File: src/sv/sirc_pkg.sv
// shared types and constants for the sirc frame sequencer
// beat structs, action and format codes, register map and reset values
// no dependencies
`default_nettype none

package sirc_pkg;

  localparam int unsigned CFG_DATA_W  = 16;
  localparam int unsigned CFG_INDEX_W = 3;
  localparam int unsigned ELAPSED_W   = 21;

  typedef enum logic [CFG_INDEX_W-1:0] {
    REG_START_MARK  = 3'd0,
    REG_ONE_MARK    = 3'd1,
    REG_ZERO_MARK   = 3'd2,
    REG_SPACE       = 3'd3,
    REG_REPEAT_PER  = 3'd4,
    REG_REPEAT_LIM  = 3'd5
  } reg_index_t;

  localparam logic [15:0] START_MARK_RST  = 16'd2400;
  localparam logic [15:0] ONE_MARK_RST    = 16'd1200;
  localparam logic [15:0] ZERO_MARK_RST   = 16'd600;
  localparam logic [15:0] SPACE_RST       = 16'd600;
  localparam logic [15:0] REPEAT_PER_RST  = 16'd45000;
  localparam logic [3:0]  REPEAT_LIM_RST  = 4'd4;

  localparam logic [3:0]  PACKETS_MAX     = 4'd15;
  localparam logic [ELAPSED_W-1:0] ELAPSED_MAX = {ELAPSED_W{1'b1}};

  localparam int unsigned FRAME_LEN_12 = 12;
  localparam int unsigned FRAME_LEN_15 = 15;
  localparam int unsigned FRAME_LEN_20 = 20;

  localparam logic CMD_START = 1'b0;
  localparam logic CMD_TICK  = 1'b1;

  localparam logic [1:0] FMT_12       = 2'd0;
  localparam logic [1:0] FMT_15       = 2'd1;
  localparam logic [1:0] FMT_20       = 2'd2;
  localparam logic [1:0] FMT_RESERVED = 2'd3;

  typedef enum logic [2:0] {
    ACT_IGNORED  = 3'd0,
    ACT_STARTED  = 3'd1,
    ACT_BIT_MARK = 3'd2,
    ACT_GAP      = 3'd3,
    ACT_FINISHED = 3'd4
  } action_t;

  typedef struct packed {
    logic       command;
    logic [6:0] key_code;
    logic [7:0] ir_address;
    logic [7:0] extended_byte;
    logic [1:0] frame_format;
  } in_beat_t;

  typedef struct packed {
    action_t     action;
    logic [15:0] mark_period;
    logic        extended_space;
    logic        busy_res;
  } out_beat_t;

  typedef struct packed {
    logic [15:0] start_mark_time;
    logic [15:0] one_mark_time;
    logic [15:0] zero_mark_time;
    logic [15:0] space_time;
    logic [15:0] repeat_period;
    logic [3:0]  repeat_limit;
  } cfg_regs_t;

endpackage

`default_nettype wire

File: src/sv/sirc_ir_frame_sequencer_unit.sv
// Infrared remote frame sequencer, 12-, 15- and 20-bit frames. A start beat
// loads the frame and answers with the start mark time; each later tick beat
// answers with the next timer setting (bit mark, end-of-packet gap, finish);
// idle ticks and reserved-format starts are ignored. Every input beat yields
// exactly one result beat, and one beat is accepted every clock cycle while
// in_stall is low; the result register plus a one-entry skid buffer keep
// input flowing while a result waits on out_stall, and in_stall rises only
// once both are full. Configuration writes through cfg_wr_en/cfg_index/cfg_wdata
// are meant for idle periods only. Depends on sirc_pkg and sirc_seq_core.
`default_nettype none

module sirc_ir_frame_sequencer_unit
  import sirc_pkg::*;
#(
  parameter int unsigned MAX_FRAME_BITS = 20
) (
  input  wire logic                   clk,
  input  wire logic                   rst_n,
  input  wire logic                   in_valid,
  output logic                        in_stall,
  input  wire in_beat_t               in_data,
  output logic                        out_valid,
  input  wire logic                   out_stall,
  output out_beat_t                   out_data,
  input  wire logic                   cfg_wr_en,
  input  wire logic [CFG_INDEX_W-1:0] cfg_index,
  input  wire logic [CFG_DATA_W-1:0]  cfg_wdata
);

  cfg_regs_t cfg_r;
  out_beat_t res;
  out_beat_t out_r;
  out_beat_t skid_r;
  logic      out_valid_r;
  logic      skid_valid_r;
  logic      in_acc;
  logic      out_take;

  assign in_acc   = in_valid && !skid_valid_r;
  assign out_take = out_valid_r && !out_stall;
  assign in_stall  = skid_valid_r;
  assign out_valid = out_valid_r;
  assign out_data  = out_r;

  // config register file
  always_ff @(posedge clk) begin
    if (!rst_n) begin
      cfg_r <= '{start_mark_time: START_MARK_RST, one_mark_time: ONE_MARK_RST,
                 zero_mark_time: ZERO_MARK_RST, space_time: SPACE_RST,
                 repeat_period: REPEAT_PER_RST, repeat_limit: REPEAT_LIM_RST};
    end else if (cfg_wr_en) begin
      case (cfg_index)
        REG_START_MARK: cfg_r.start_mark_time <= cfg_wdata;
        REG_ONE_MARK:   cfg_r.one_mark_time   <= cfg_wdata;
        REG_ZERO_MARK:  cfg_r.zero_mark_time  <= cfg_wdata;
        REG_SPACE:      cfg_r.space_time      <= cfg_wdata;
        REG_REPEAT_PER: cfg_r.repeat_period   <= cfg_wdata;
        REG_REPEAT_LIM: cfg_r.repeat_limit    <= cfg_wdata[3:0];
        default: ;
      endcase
    end
  end

  sirc_seq_core #(
    .MAX_FRAME_BITS(MAX_FRAME_BITS)
  ) u_core (
    .clk   (clk),
    .rst_n (rst_n),
    .acc   (in_acc),
    .beat  (in_data),
    .cfg   (cfg_r),
    .res   (res)
  );

  // result register with skid entry
  always_ff @(posedge clk) begin
    if (!rst_n) begin
      out_valid_r  <= 1'b0;
      skid_valid_r <= 1'b0;
    end else if (skid_valid_r) begin
      if (out_take) begin
        skid_valid_r <= 1'b0;
      end
    end else if (out_take || !out_valid_r) begin
      out_valid_r <= in_acc;
    end else if (in_acc) begin
      skid_valid_r <= 1'b1;
    end
  end

  always_ff @(posedge clk) begin
    if (skid_valid_r) begin
      if (out_take) out_r <= skid_r;
    end else if (out_take || !out_valid_r) begin
      if (in_acc) out_r <= res;
    end else if (in_acc) begin
      skid_r <= res;
    end
  end

`ifndef SYNTHESIS
  a_skid_implies_out: assert property (@(posedge clk) disable iff (!rst_n)
    skid_valid_r |-> out_valid_r)
    else $error("skid entry held without a pending result");

  a_finish_idle: assert property (@(posedge clk) disable iff (!rst_n)
    (out_valid_r && out_r.action == ACT_FINISHED) |->
      (!out_r.busy_res && out_r.mark_period == 16'd0))
    else $error("finish result still busy or carries a period");

  a_gap_flag: assert property (@(posedge clk) disable iff (!rst_n)
    out_valid_r |-> (out_r.extended_space == (out_r.action == ACT_GAP)))
    else $error("extended space flag does not match gap action");
`endif

endmodule

`default_nettype wire

File: src/sv/sirc_seq_core.sv
// frame sequencer state and per-beat update logic
// holds frame word, shift register, counters; one result per accepted beat
// depends on sirc_pkg
`default_nettype none

module sirc_seq_core
  import sirc_pkg::*;
#(
  parameter int unsigned MAX_FRAME_BITS = 20
) (
  input  wire logic      clk,
  input  wire logic      rst_n,
  input  wire logic      acc,
  input  wire in_beat_t  beat,
  input  wire cfg_regs_t cfg,
  output out_beat_t      res
);

  localparam int unsigned PW = (MAX_FRAME_BITS < FRAME_LEN_20) ? MAX_FRAME_BITS : FRAME_LEN_20;
  localparam logic [4:0] LEN12 = 5'(FRAME_LEN_12);
  localparam logic [4:0] LEN15 =
    (MAX_FRAME_BITS < FRAME_LEN_15) ? 5'(MAX_FRAME_BITS) : 5'(FRAME_LEN_15);
  localparam logic [4:0] LEN20 =
    (MAX_FRAME_BITS < FRAME_LEN_20) ? 5'(MAX_FRAME_BITS) : 5'(FRAME_LEN_20);

  logic [PW-1:0]        held_r, held_nxt;
  logic [PW-1:0]        shift_r, shift_nxt;
  logic [4:0]           len_r, len_nxt;
  logic [4:0]           bit_r, bit_nxt;
  logic [3:0]           packets_r, packets_nxt;
  logic [ELAPSED_W-1:0] elapsed_r, elapsed_nxt;
  logic                 active_r, active_nxt;

  logic [19:0]          word;
  logic [PW-1:0]        sh;
  logic [ELAPSED_W-1:0] el;
  logic                 finish;
  logic [15:0]          mark;
  logic [ELAPSED_W:0]   esum;
  logic [22:0]          gap;

  assign word = {beat.extended_byte & {8{beat.frame_format == FMT_20}}, 12'd0}
              | {5'd0, beat.ir_address, 7'd0}
              | {13'd0, beat.key_code};

  always_comb begin
    held_nxt    = held_r;
    shift_nxt   = shift_r;
    len_nxt     = len_r;
    bit_nxt     = bit_r;
    packets_nxt = packets_r;
    elapsed_nxt = elapsed_r;
    active_nxt  = active_r;
    sh          = shift_r;
    el          = elapsed_r;
    finish      = 1'b0;
    mark        = '0;
    esum        = '0;
    gap         = '0;
    res         = '{action: ACT_IGNORED, mark_period: 16'd0, extended_space: 1'b0,
                    busy_res: active_r};
    if (beat.command == CMD_START) begin
      if (beat.frame_format != FMT_RESERVED) begin
        held_nxt = word[PW-1:0];
        case (beat.frame_format)
          FMT_15:  len_nxt = LEN15;
          FMT_20:  len_nxt = LEN20;
          default: len_nxt = LEN12;
        endcase
        shift_nxt   = '0;
        bit_nxt     = '0;
        packets_nxt = '0;
        elapsed_nxt = '0;
        active_nxt  = 1'b1;
        res = '{action: ACT_STARTED, mark_period: cfg.start_mark_time,
                extended_space: 1'b0, busy_res: 1'b1};
      end
    end else if (!active_r) begin
      res.busy_res = 1'b0;
    end else begin
      if (bit_r == 5'd0) begin
        if (packets_r != PACKETS_MAX) packets_nxt = packets_r + 4'd1;
        if (packets_r >= cfg.repeat_limit) begin
          finish     = 1'b1;
          active_nxt = 1'b0;
          res = '{action: ACT_FINISHED, mark_period: 16'd0, extended_space: 1'b0,
                  busy_res: 1'b0};
        end else begin
          sh = held_r;
          el = '0;
        end
      end
      if (!finish) begin
        if (bit_r < len_r) begin
          mark = sh[0] ? cfg.one_mark_time : cfg.zero_mark_time;
          esum = {1'b0, el} + (ELAPSED_W+1)'(mark) + (ELAPSED_W+1)'(cfg.space_time);
          elapsed_nxt = esum[ELAPSED_W] ? ELAPSED_MAX : esum[ELAPSED_W-1:0];
          bit_nxt     = bit_r + 5'd1;
          shift_nxt   = sh >> 1;
          res = '{action: ACT_BIT_MARK, mark_period: mark, extended_space: 1'b0,
                  busy_res: 1'b1};
        end else begin
          gap = {7'd0, cfg.repeat_period} - {7'd0, cfg.space_time} - {2'd0, el};
          shift_nxt   = sh;
          elapsed_nxt = el;
          bit_nxt     = '0;
          res = '{action: ACT_GAP, mark_period: gap[22] ? 16'd0 : gap[15:0],
                  extended_space: 1'b1, busy_res: 1'b1};
        end
      end
    end
  end

  always_ff @(posedge clk) begin
    if (!rst_n) begin
      held_r    <= '0;
      shift_r   <= '0;
      len_r     <= '0;
      bit_r     <= '0;
      packets_r <= '0;
      elapsed_r <= '0;
      active_r  <= 1'b0;
    end else if (acc) begin
      held_r    <= held_nxt;
      shift_r   <= shift_nxt;
      len_r     <= len_nxt;
      bit_r     <= bit_nxt;
      packets_r <= packets_nxt;
      elapsed_r <= elapsed_nxt;
      active_r  <= active_nxt;
    end
  end

endmodule

`default_nettype wire
File: config.mk
export PLATFORM = sky130hd
export DESIGN_NAME = sirc_ir_frame_sequencer_unit
export DESIGN_NICKNAME = d
export VERILOG_FILES = /design/src/sv/sirc_pkg.sv /design/src/sv/sirc_ir_frame_sequencer_unit.sv /design/src/sv/sirc_seq_core.sv
export SDC_FILE = /design/constraint.sdc
export NUM_CORES = 1
export LEC_CHECK = 0
export ABC_CLOCK_PERIOD_IN_PS = 9200
export BUFFER_PORTS_ARGS = -buffer_cell sky130_fd_sc_hd__clkbuf_2
export CAP_MARGIN = 20
export CORE_ASPECT_RATIO = 1.2
export CORE_MARGIN = 3
export CORE_UTILIZATION = 27
export DETAILED_ROUTE_END_ITERATION = 7
export SYNTH_ARGS = -nofsm -noshare
export SYNTH_HDL_FRONTEND = slang
export SYNTH_HIERARCHICAL = 1
export SYNTH_SLANG_ARGS = --single-unit
File: constraint.sdc
create_clock -name clk -period 9.2 [get_ports clk]
set_clock_uncertainty 0.15 [all_clocks]
set_input_delay 1.38 -clock clk [delete_from_list [all_inputs] [get_ports clk]]
set_output_delay 1.38 -clock clk [all_outputs]
set_load 0.02 [all_outputs]
# Yosys cells after proc, flatten, opt, wreduce, memory -nomap -nowiden
# Index checks and enable logic that the tools add are counted.
[totals]
regBits = 204
inputBits = 50
out_inout_bits = 23
elab_cells = 132
[op_classes]
add_sub_neg = 6
magnitude_cmp = 2
eq_ne = 14
muxes = 57
bitwise_logic = 6
n_reduce_logical = 24
[ops]
columns = ["op", "n"]
rows = [
  ["two-way mux 21 bit", 18],
  ["two-way mux 20 bit", 10],
  ["two-way mux 19 bit", 2],
  ["two-way mux 16 bit", 2],
  ["two-way mux 5 bit", 5],
  ["subtractor 23 x 21 -> 23 bit", 1],
  ["adder 21 x 16 -> 22 bit", 1],
  ["adder 22 x 16 -> 22 bit", 1],
  ["two-way mux 4 bit", 5],
  ["bitwise OR 20 x 15 -> 20 bit", 1],
  ["bitwise OR 20 x 7 -> 20 bit", 1],
  ["subtractor 16 x 16 -> 17 bit", 1],
  ["AND reduction 2 bit", 8],
  ["two-way mux 1 bit", 14],
  ["case mux 5 bit (2 select lines)", 1],
  ["AND reduction 3 bit", 3],
  ["bitwise AND 8 bit", 1],
  ["inequality test 2 x 1 -> 1 bit, second input constant", 4],
  ["equality test 3 x 2 -> 1 bit, second input constant", 2],
  ["equality test 3 bit, second input constant", 2],
  ["nonzero test 2 bit", 3],
  ["adder 5 x 1 -> 5 bit, second input constant", 1],
  ["zero test 5 bit", 1],
  ["less-than comparator 5 bit", 1],
  ["14 further kinds", 20],
]

# Logic depth before layout (Yosys ltp)
# Gate-level depths: netlist (run 1).
[depth]
ltp_word = 14
depth_mapped = 24
mapped_depth_nobuf = 23

# Modules after synthesis
# The synthesis (run 1) kept the hierarchy.
[by_module_without_submodules]
columns = ["mod", "instances", "cells_per_inst", "area_each_um2", "seq_area_each_um2"]
rows = [
  ["sirc_seq_core", 1, 856, 6944.2, 1501.4],
  ["sirc_ir_frame_sequencer_unit", 1, 390, 4855.9, 2982.9],
]

# Worst setup path after synthesis (run 1)
# OpenSTA, ideal clock, no wires.
[synth_path]
kind = "reg2reg"
from = "register u_core.packets_r[0]"
to = "register u_core.elapsed_r[10]"
setup_time_ns = 0.126
t_arrival_ns = 6.094
t_required_ns = 8.924
path_slack_ns = 2.831
path_stages_with_launch = 24
path_buffers = 2
period_less_slack_ns = 6.369
path_cell_list = "dfxtp_1 -> inv_1 -> ha_1 -> nand2b_1 -> a2111o_1 -> a21oi_1 -> mux2i_1 -> clkbuf_1 -> mux2i_1 -> fa_1 -> inv_1 -> ha_1 -> fa_1 -> a21o_1 -> a21oi_1 -> o21bai_1 -> a2111oi_0 -> o31a_1 -> o21ai_1 -> a21oi_1 -> o21ai_1 -> clkbuf_1 -> o21ai_0 -> a21boi_0"
[synth_via]
elab_chain_len = 13
word_cells_on_any_way = 23
cone_classes = "add/sub (2); order compare (1); eq/ne (1); mux (18); reduce/logical (1)"
[synth_rtl]
columns = ["item", "line", "text"]
rows = [
  ["start, declared", "sirc_seq_core.sv:30", "logic [3:0] packets_r, packets_nxt;"],
  ["start signal, assigned", "sirc_seq_core.sv:128", "packets_r <= packets_nxt;"],
  ["greater-or-equal comparator 4 bit (*)", "sirc_seq_core.sv:83", "if (packets_r >= cfg.repeat_limit) begin"],
  ["two-way mux 20 bit", "sirc_seq_core.sv:83", ""],
  ["two-way mux 20 bit", "sirc_seq_core.sv:81", "if (bit_r == 5'd0) begin"],
  ["two-way mux 20 bit", "sirc_seq_core.sv:78", "end else if (!active_r) begin"],
  ["two-way mux 20 bit", "sirc_seq_core.sv:62", "if (beat.command == CMD_START) begin"],
  ["two-way mux 16 bit", "sirc_seq_core.sv:95", "mark = sh[0] ? cfg.one_mark_time : cfg.zero_mark_time;"],
  ["adder 21 x 16 -> 22 bit", "sirc_seq_core.sv:96", "esum = {1'b0, el} + (ELAPSED_W+1)'(mark) + (ELAPSED_W+1)'(cfg.space_time);"],
  ["adder 22 x 16 -> 22 bit", "sirc_seq_core.sv:96", ""],
  ["two-way mux 21 bit", "sirc_seq_core.sv:97", "elapsed_nxt = esum[ELAPSED_W] ? ELAPSED_MAX : esum[ELAPSED_W-1:0];"],
  ["two-way mux 21 bit", "sirc_seq_core.sv:94", "if (bit_r < len_r) begin"],
  ["two-way mux 21 bit", "sirc_seq_core.sv:93", "if (!finish) begin"],
  ["two-way mux 21 bit", "sirc_seq_core.sv:78", ""],
  ["two-way mux 21 bit", "sirc_seq_core.sv:62", ""],
  ["end signal, assigned", "sirc_seq_core.sv:129", "elapsed_r <= elapsed_nxt;"],
  ["end, declared", "sirc_seq_core.sv:31", "logic [ELAPSED_W-1:0] elapsed_r, elapsed_nxt;"],
]
# Every way passes the cells marked *; elsewhere a longest branch is shown, timed or not. The select of a mux whose other input is x is not followed.
# A chain may end at the register's enable or synchronous reset.

# Worst setup path in the final report (run 1)
[layout_path]
from = "register u_core.packets_r[0]"
to = "register u_core.elapsed_r[0]"
# The elaborated chain is that of the path after synthesis.

==> results of run 1 <==
[final timing paths]
kind / start / endpoint / slack [ps] / cells past startpoint
worst min register to register: u_core/elapsed_r[14] / u_core/elapsed_r[14] / 300 / 2
worst max register to register: u_core/packets_r[0] / u_core/elapsed_r[0] / 2600 / 23
worst max-delay path: u_core/packets_r[0] / u_core/elapsed_r[0] / 2600 / 23
worst min-delay path: u_core/elapsed_r[14] / u_core/elapsed_r[14] / 300 / 2
[power breakdown]
part,total [mW],internal [mW],switching (mW)
Sequential,0.953,0.938,0.0155
Clock,0.930,0.550,0.380
Combinational,0.303,0.120,0.183
[worst reg2reg max path: cells and delay by family, from the launching register on]
kind                     cells  cell delay (ps)
AO/OA/AOI/OAI               12             2660
buffers and inverters        4              560
flip-flops                   1              390
adder cells (fa/ha/maj)      4             1420
AND/OR/NAND/NOR              1              150
multiplexers                 2             1150
[cell type report]
type | count | area (sq um) | share of cell area
repair buffers | 87 | 483 | 0.0358
multi-input cells | 907 | 6780 | 0.503
well taps | 552 | 691 | 0.0512
clock buffers | 34 | 692 | 0.0513
flip-flops and latches | 203 | 4480 | 0.332
clock inverters | 9 | 80.1 | 0.00593
inverters | 75 | 282 | 0.0209
[sequential cells by signal (all words and copies together), names as in the netlist]
name and flops:
cfg_r 84, in_stall 1, out_data 21, out_valid 1
skid_r 21, u_core/active_r 1, u_core/bit_r 5, u_core/elapsed_r 21
u_core/held_r 20, u_core/len_r 4, u_core/packets_r 4, u_core/shift_r 20
[cells in the final DEF (no fill, tap or decap), types with 19 or more instances in the layout]
cell	Yosys	layout
a21boi_0	38	37
a21oi_1	59	58
clkbuf_16	0	24
clkbuf_2	0	71
dfxtp_1	161	161
edfxtp_1	42	42
ha_1	64	64
inv_1	75	75
mux2_2	21	21
mux2i_1	103	102
nand2_1	186	186
nand3_1	19	19
nor2_1	49	49
nor2b_1	66	66
o21ai_0	48	48
xnor2_1	22	22
[synth_stat cells (4+ instances only)]
cell type,instances
nand2b_1,9
a21o_1,16
nand4_1,5
o221ai_1,18
clkbuf_1,47
and2_1,7
o21ai_1,6
mux2_2,21
mux2i_1,103
o21bai_1,10
o211ai_1,4
a22oi_1,18
fa_1,15
edfxtp_1,42
o31a_1,5
o21ai_0,48
nor2b_1,66
xor2_1,15
and3_1,7
nand3_1,19
ha_1,64
a21oi_1,59
buf_2,7
nor2_1,49
o21a_1,11
mux4_2,18
nor3_1,8
a21boi_0,38
dfxtp_1,161
nand2_1,186
xnor2_1,22
inv_1,75
[routing by layer]
| metal | global-route usage | wire [um] | share of wire | up-vias |
|---|---|---|---|---|
| li1 | - | - | - | 4494 |
| met1 | 0.168 | 13900 | 0.45 | 4457 |
| met2 | 0.219 | 14600 | 0.48 | 160 |
| met3 | 0.0219 | 1230 | 0.040 | 48 |
| met4 | 0.0395 | 949 | 0.031 | 0 |
| met5 | 0 | 0 | 0 | - |
[kinds of logic after synthesis]
kind of cell | after synthesis | synth area share
compound gates | 267 | 0.154
xor+xnor | 37 | 0.0275
fa+ha+maj | 81 | 0.0951
buf+inv | 136 | 0.0473
flops | 203 | 0.380
mux | 142 | 0.142
simple gates | 380 | 0.154
[per-stage QoR]
stage / worst slack [ps] / power (mW) / hold slack [ps]
floorplan: 2830 / 1.19 / 265
global placement: 2520 / 1.27 / 278
detailed placement: 2370 / 1.27 / 293
CTS: 2410 / 2.21 / 302
global route: 2260 / 2.29 / 322
finish: 2600 / 2.19 / 303
==> summary.md, run 1 <==
| Metric | Value |
|---|---|
| Yosys top cell area share | 0.273 |
| Placed cell area | 0.0127 sq mm |
| Netlist cell types | 75 |
| Post-CTS Hold Fix Bufs | 0 |
| First-pass GRT wire length | 48.7 mm |
| Post_cts resized | 0 |
| Largest net degree at the start of global routing | 65 |
| Root Buffer | clkbuf_16 |
| Routed WL per cell | 16.4 um |
| DR iter-0 viols | 488 |
| Final ANT Viol Nets | 0 |
| Setup crit start kind | flip-flop |
| Post-synth top area cell | dfxtp_1 |
| Chip Width | 197 um |
| Die height | 235 um |
| Bufs and invs on worst path | 4 |
| RSZ-0062 raised after global routing | false |
| Synth Register Bits | 203 |
| Die area | 0.0463 sq mm |
| Yosys warns | 6 |
| Residual DRC | 0 |
| Achievable Freq | 151 MHz |
| Slowest cell on crit path | mux2i_2 |
| Post-synth EDFFs | 42 |
| FILL cells | 4539 |
| Post-CTS Setup Inserts | 0 |
| Run status | completed |
| Vias per inst | 4.91 |
| Area contributors post-synth | dfxtp_1 27%, edfxtp_1 11%, mux2i_1 8.7% |
| Mapped Cells | 1246 |
| Setup crit end kind | flip-flop |
| Clock sink count | 203 |
| Rel. slew slack | 0.312 |
| Tightest Pin Transition | 1010 ps |
| Synthesized Nets | 1375 |
| Cells after DPL | 1822 |
| # H-tree levels | 1 |
| Hold crit path type | reg -> reg |
| Number of global-route vias before repair | 9092 |
| Largest stage delay, worst path | 880 ps |
| Share of synthesized registers carrying an async set or reset | 0 |
| Final #Nets | 1427 |
| CTS tree | built |
| # rows | 83 |
| Global-route usage over all layers | 0.129 |
| Fin. Hold Viols | 0 |
| CP required | 9450 ps |
| LEAKAGE | 5.73 nW |
| Final worst path period share | 0.718 |
| RePlAce Congestion | 0.847 |
| Top_reg_cell synth | dfxtp_1 |
| Mean post-synth cell area | 9.47 sq um |
| Inserted Diodes | 0 |
| Synthesized area | 0.0118 sq mm |
| Core ar. | 0.0430 sq mm |
| Initial antenna violation count | 0 |
| Sum Neg Setup Slack | 0 ps |
| Initial Util | 0.274 |
| Drt first pass iters | 5 |
| Port bufs | 72 |
| Clk buf depth | 3 |
| Peak VDD IR | 0.113 mV |
| WP data arrival | 6850 ps |
| CTS Buf Count | 24 |
| Critical-path cell list | inv_1 > ha_1 > nand2b_1 > a2111o_1 > a21oi_1 > buf_4 > mux2i_2 > mux2i_1 > fa_1 > inv_1 > ha_1 > fa_1 > a21o_1 > a21oi_1 > o21bai_1 > a2111oi_0 > o31a_1 > o21ai_1 > a21oi_1 > o21ai_1 > buf_4 > o221ai_1 > a21boi_0 |
| Reported max-cap violation count | 0 |
| Crit Path Category | reg -> reg |
| Post-DP HPWL | 22.1 mm |
| Pwr Density | 162 mW/mm^2 |
| Worst-skew pair later-pin latency | 540 ps |
| Gr ovfl total | 0 |
| I/O Pins | 73 |
| Design Area, Final | 0.0135 sq mm |
| Final core occ | 0.314 |
| Critical path peak fanout | 16 |
| Via count | 9159 |
| Min Tclk post-route | 6600 ps |
| Pins Over Slew Limit | 0 |
| P&R area growth vs syn | 14.4% |
| Sequential share of the synthesized area | 0.380 |
| Total Wirelength | 30.7 mm |
| Final setup fails | 0 |
| Family with the most delay on the worst path | compound AO/OA/AOI/OAI gates |
| CP dominant cell by count | a21oi_1 |
| Clock-pin slew on the worst setup and hold paths | 60 ps |
| Layout Cells excl Fill | 1867 |
| Layout cells sized above 1 | 0.144 |
(Power assumes the default switching activity.)
==> run 2: changes to the inputs <==
--- a/config.mk
+++ b/config.mk
@@ -5,7 +5,8 @@
 export SDC_FILE = /design/constraint.sdc
 export NUM_CORES = 1
 export LEC_CHECK = 0
-export ABC_CLOCK_PERIOD_IN_PS = 9200
+export ABC_AREA = 1
+export ABC_CLOCK_PERIOD_IN_PS = 6500
 export BUFFER_PORTS_ARGS = -buffer_cell sky130_fd_sc_hd__clkbuf_2
 export CAP_MARGIN = 20
 export CORE_ASPECT_RATIO = 1.2
==> constraint.sdc (replaced) <==
create_clock -name clk -period 6.5 [get_ports clk]
set_clock_uncertainty 0.15 [all_clocks]
set_input_delay 0.975 -clock clk [delete_from_list [all_inputs] [get_ports clk]]
set_output_delay 0.975 -clock clk [all_outputs]
set_load 0.02 [all_outputs]
==> run 2 against run 1 <==
Net effect:
- cell area rose by 4.0%
- cell count is 28% higher
- total power up 66%
- critical path depth increased by 3
- first-iteration DRC count increased by 60%
- sequential power grew 43%
- critical path type unchanged
==> summary.md, run 2 <==
| Metric | Value |
|---|---|
| Clock sink count | 203 |
| Initial Util | 0.274 |
| Residual DRC | 0 |
| Run status | completed |
| Post-CTS Setup Inserts | 0 |
| Setup crit start kind | flip-flop |
| Die height | 240 um |
| Yosys top cell area share | 0.262 |
| GR met1 Demand/Resource | 0.185 |
| Met3 usage | 0.0188 |
| Final setup fails | 0 |
| Pins Over Slew Limit | 0 |
| Post-CTS Hold Fix Bufs | 0 |
| Rel. slew slack | 0.325 |
| Met2 Use GR | 0.240 |
| Core ar. | 0.0449 sq mm |
| Vias per inst | 4.66 |
| Hold crit path type | reg -> reg |
| Root Buffer | clkbuf_16 |
| Total Wirelength | 35.4 mm |
| Clk buf depth | 3 |
| Worst-skew pair later-pin latency | 550 ps |
| Achievable Freq | 182 MHz |
| Largest register FFs | 84 |
| Synthesized area | 0.0123 sq mm |
| Final #Nets | 1894 |
| Post-synth top area cell | dfxtp_1 |
| Top-count cell post-synth | nand2_1 |
| FILL cells | 4893 |
| P&R area growth vs syn | 14.2% |
| Post-synth EDFFs | 42 |
| Final worst path period share | 0.845 |
| DR iter-0 viols | 779 |
| LEAKAGE | 6.37 nW |
| I/O Pins | 73 |
| Layout cells sized above 1 | 0.106 |
| Die area | 0.0481 sq mm |
| RePlAce Congestion | 0.909 |
| Critical path peak fanout | 19 |
| Yosys warns | 6 |
| Top_reg_cell synth | dfxtp_1 |
| Sequential share of the synthesized area | 0.365 |
| Synth Register Bits | 203 |
| Port bufs | 72 |
| Pwr Density | 258 mW/mm^2 |
| Reg-to-reg slack, setup | 1010 ps |
| Via count | 11200 |
| Peak VDD IR | 0.161 mV |
| Min Tclk post-route | 5490 ps |
| Final ANT Viol Nets | 0 |
| Inserted Diodes | 0 |
| Sequential cell area | 0.00448 sq mm |
| Area contributors post-synth | dfxtp_1 26%, nand2_1 15%, edfxtp_1 10% |
| Crit Path Category | reg -> reg |
| Largest reg by FF count | cfg_r |
| Synthesized Nets | 1852 |
| Tightest Pin Transition | 1010 ps |
| # rows | 85 |
| Clock-pin slew on the worst setup and hold paths | 60 ps |
| Post_cts resized | 0 |
| CTS Buf Count | 25 |
| Reported max-cap violation count | 0 |
| Fin. Hold Viols | 0 |
| First-pass GRT wire length | 56.7 mm |
| Post-DP HPWL | 26.2 mm |
| Multi-input gate area | 0.00681 sq mm |
| Most common cell after layout, fill and taps aside | nand2_1 |
| Hold_ws | 310 ps |
| Setup crit end kind | flip-flop |
| WP data arrival | 5750 ps |
| Global-route usage over all layers | 0.142 |
| RSZ-0062 raised after global routing | false |
| Sum Neg Setup Slack | 0 ps |
| Routed WL per cell | 14.8 um |
| CP dominant cell by count | nand2_1 |
| Gr ovfl total | 0 |
| Commonest non-fill, non-tap cells in the layout | 491 x nand2_1, 199 x nor2_1, 173 x nand3_1 |
| Post-synth top cells | 491 x nand2_1, 200 x nor2_1, 174 x nand3_1 |
| Drt first pass iters | 5 |
| Mapped Cells | 1723 |
| Netlist cell types | 51 |
| Share of synthesized registers carrying an async set or reset | 0 |
| Busiest grt layer | met2 |
| Mean post-synth cell area | 7.14 sq um |
| CTS tree | built |
| Largest stage delay, worst path | 660 ps |
| Slowest cell on crit path | a21oi_2 |
| Initial antenna violation count | 0 |
| CP required | 6750 ps |
| Number of global-route vias before repair | 10800 |
| # H-tree levels | 1 |
| Largest net degree at the start of global routing | 92 |
| Chip Width | 201 um |
## run 2: changes by cell type in the layout (fill, tap and decap cells not counted), moves of 18 or more
cell	change
a21oi_1	+49
o211ai_1	+22
mux4_2	-18
o221ai_1	-18
a22oi_1	-18
nor2_1	+150
nand3_1	+154
a21boi_0	-34
mux2i_1	-94
nand2_1	+305
nor2b_1	-66
inv_1	+88
## run 2: area by class of cell
type	count	share of cell area
clock buffers	32	0.0472
clock inverters	14	0.0121
inverters	176	0.0471
multi-input cells	1274	0.485
flip-flops and latches	203	0.319
well taps	609	0.0543
repair buffers	85	0.0348
## run 2: critical path, delay by kind of cell (launching register included)
family	cells	cell delay (ps)
AND/OR/NAND/NOR	12	1210
flip-flops	1	350
buffers and inverters	4	500
AO/OA/AOI/OAI	6	1800
adder cells (fa/ha/maj)	4	1300
## run 2: cells by family (layout without fill, tap and decap cells)
logic type	after synthesis	after routing	synth area share
AOI/OAI and AO/OA	218	218	0.103
xor gates and xnor gates	31	31	0.0221
adders and majority gates	79	79	0.0896
buffers and inverters	246	307	0.0823
DFF	203	203	0.365
muxes	29	29	0.0257
and+or+nand+nor	917	917	0.313
## run 2: metrics by stage
step | total power, mW | std cells | instance area, sq um | worst slack, ps | utilization
final | 3.62 | 2393 | 14000 | 1010 | 0.313
after global routing | 3.81 | 2393 | 14000 | 541 | 0.313
after CTS | 3.65 | 2390 | 14000 | 1030 | 0.312
after detailed placement | 2.21 | 2344 | 13200 | 1050 | 0.293
after global placement | 2.19 | 2343 | 13100 | 1200 | 0.293
after floorplan | 1.97 | 1723 | 12300 | 1810 | -
## run 2: metal layers
metal  vias up  share of wire
met4         0          0.040
met2       249           0.46
li1       5664              -
met1      5156           0.46
met5         -              0
met3        81          0.042
## run 2: report_power, final
part	switching [mW]	internal (mW)	total, mW
Clock	0.585	0.848	1.43
Sequential	0.0258	1.34	1.36
Combinational	0.563	0.262	0.825
Total	1.17	2.45	3.62
## run 2: path summary, 6_finish.rpt
| check | end | startpoint | cells after the start |
|---|---|---|---|
| worst max-delay path | u_core/elapsed_r[16] | u_core/packets_r[0] | 26 |
| worst min-delay path | cfg_r[29] | cfg_r[29] | 2 |
| worst max register to register | u_core/elapsed_r[16] | u_core/packets_r[0] | 26 |
| worst min register to register | cfg_r[29] | cfg_r[29] | 2 |
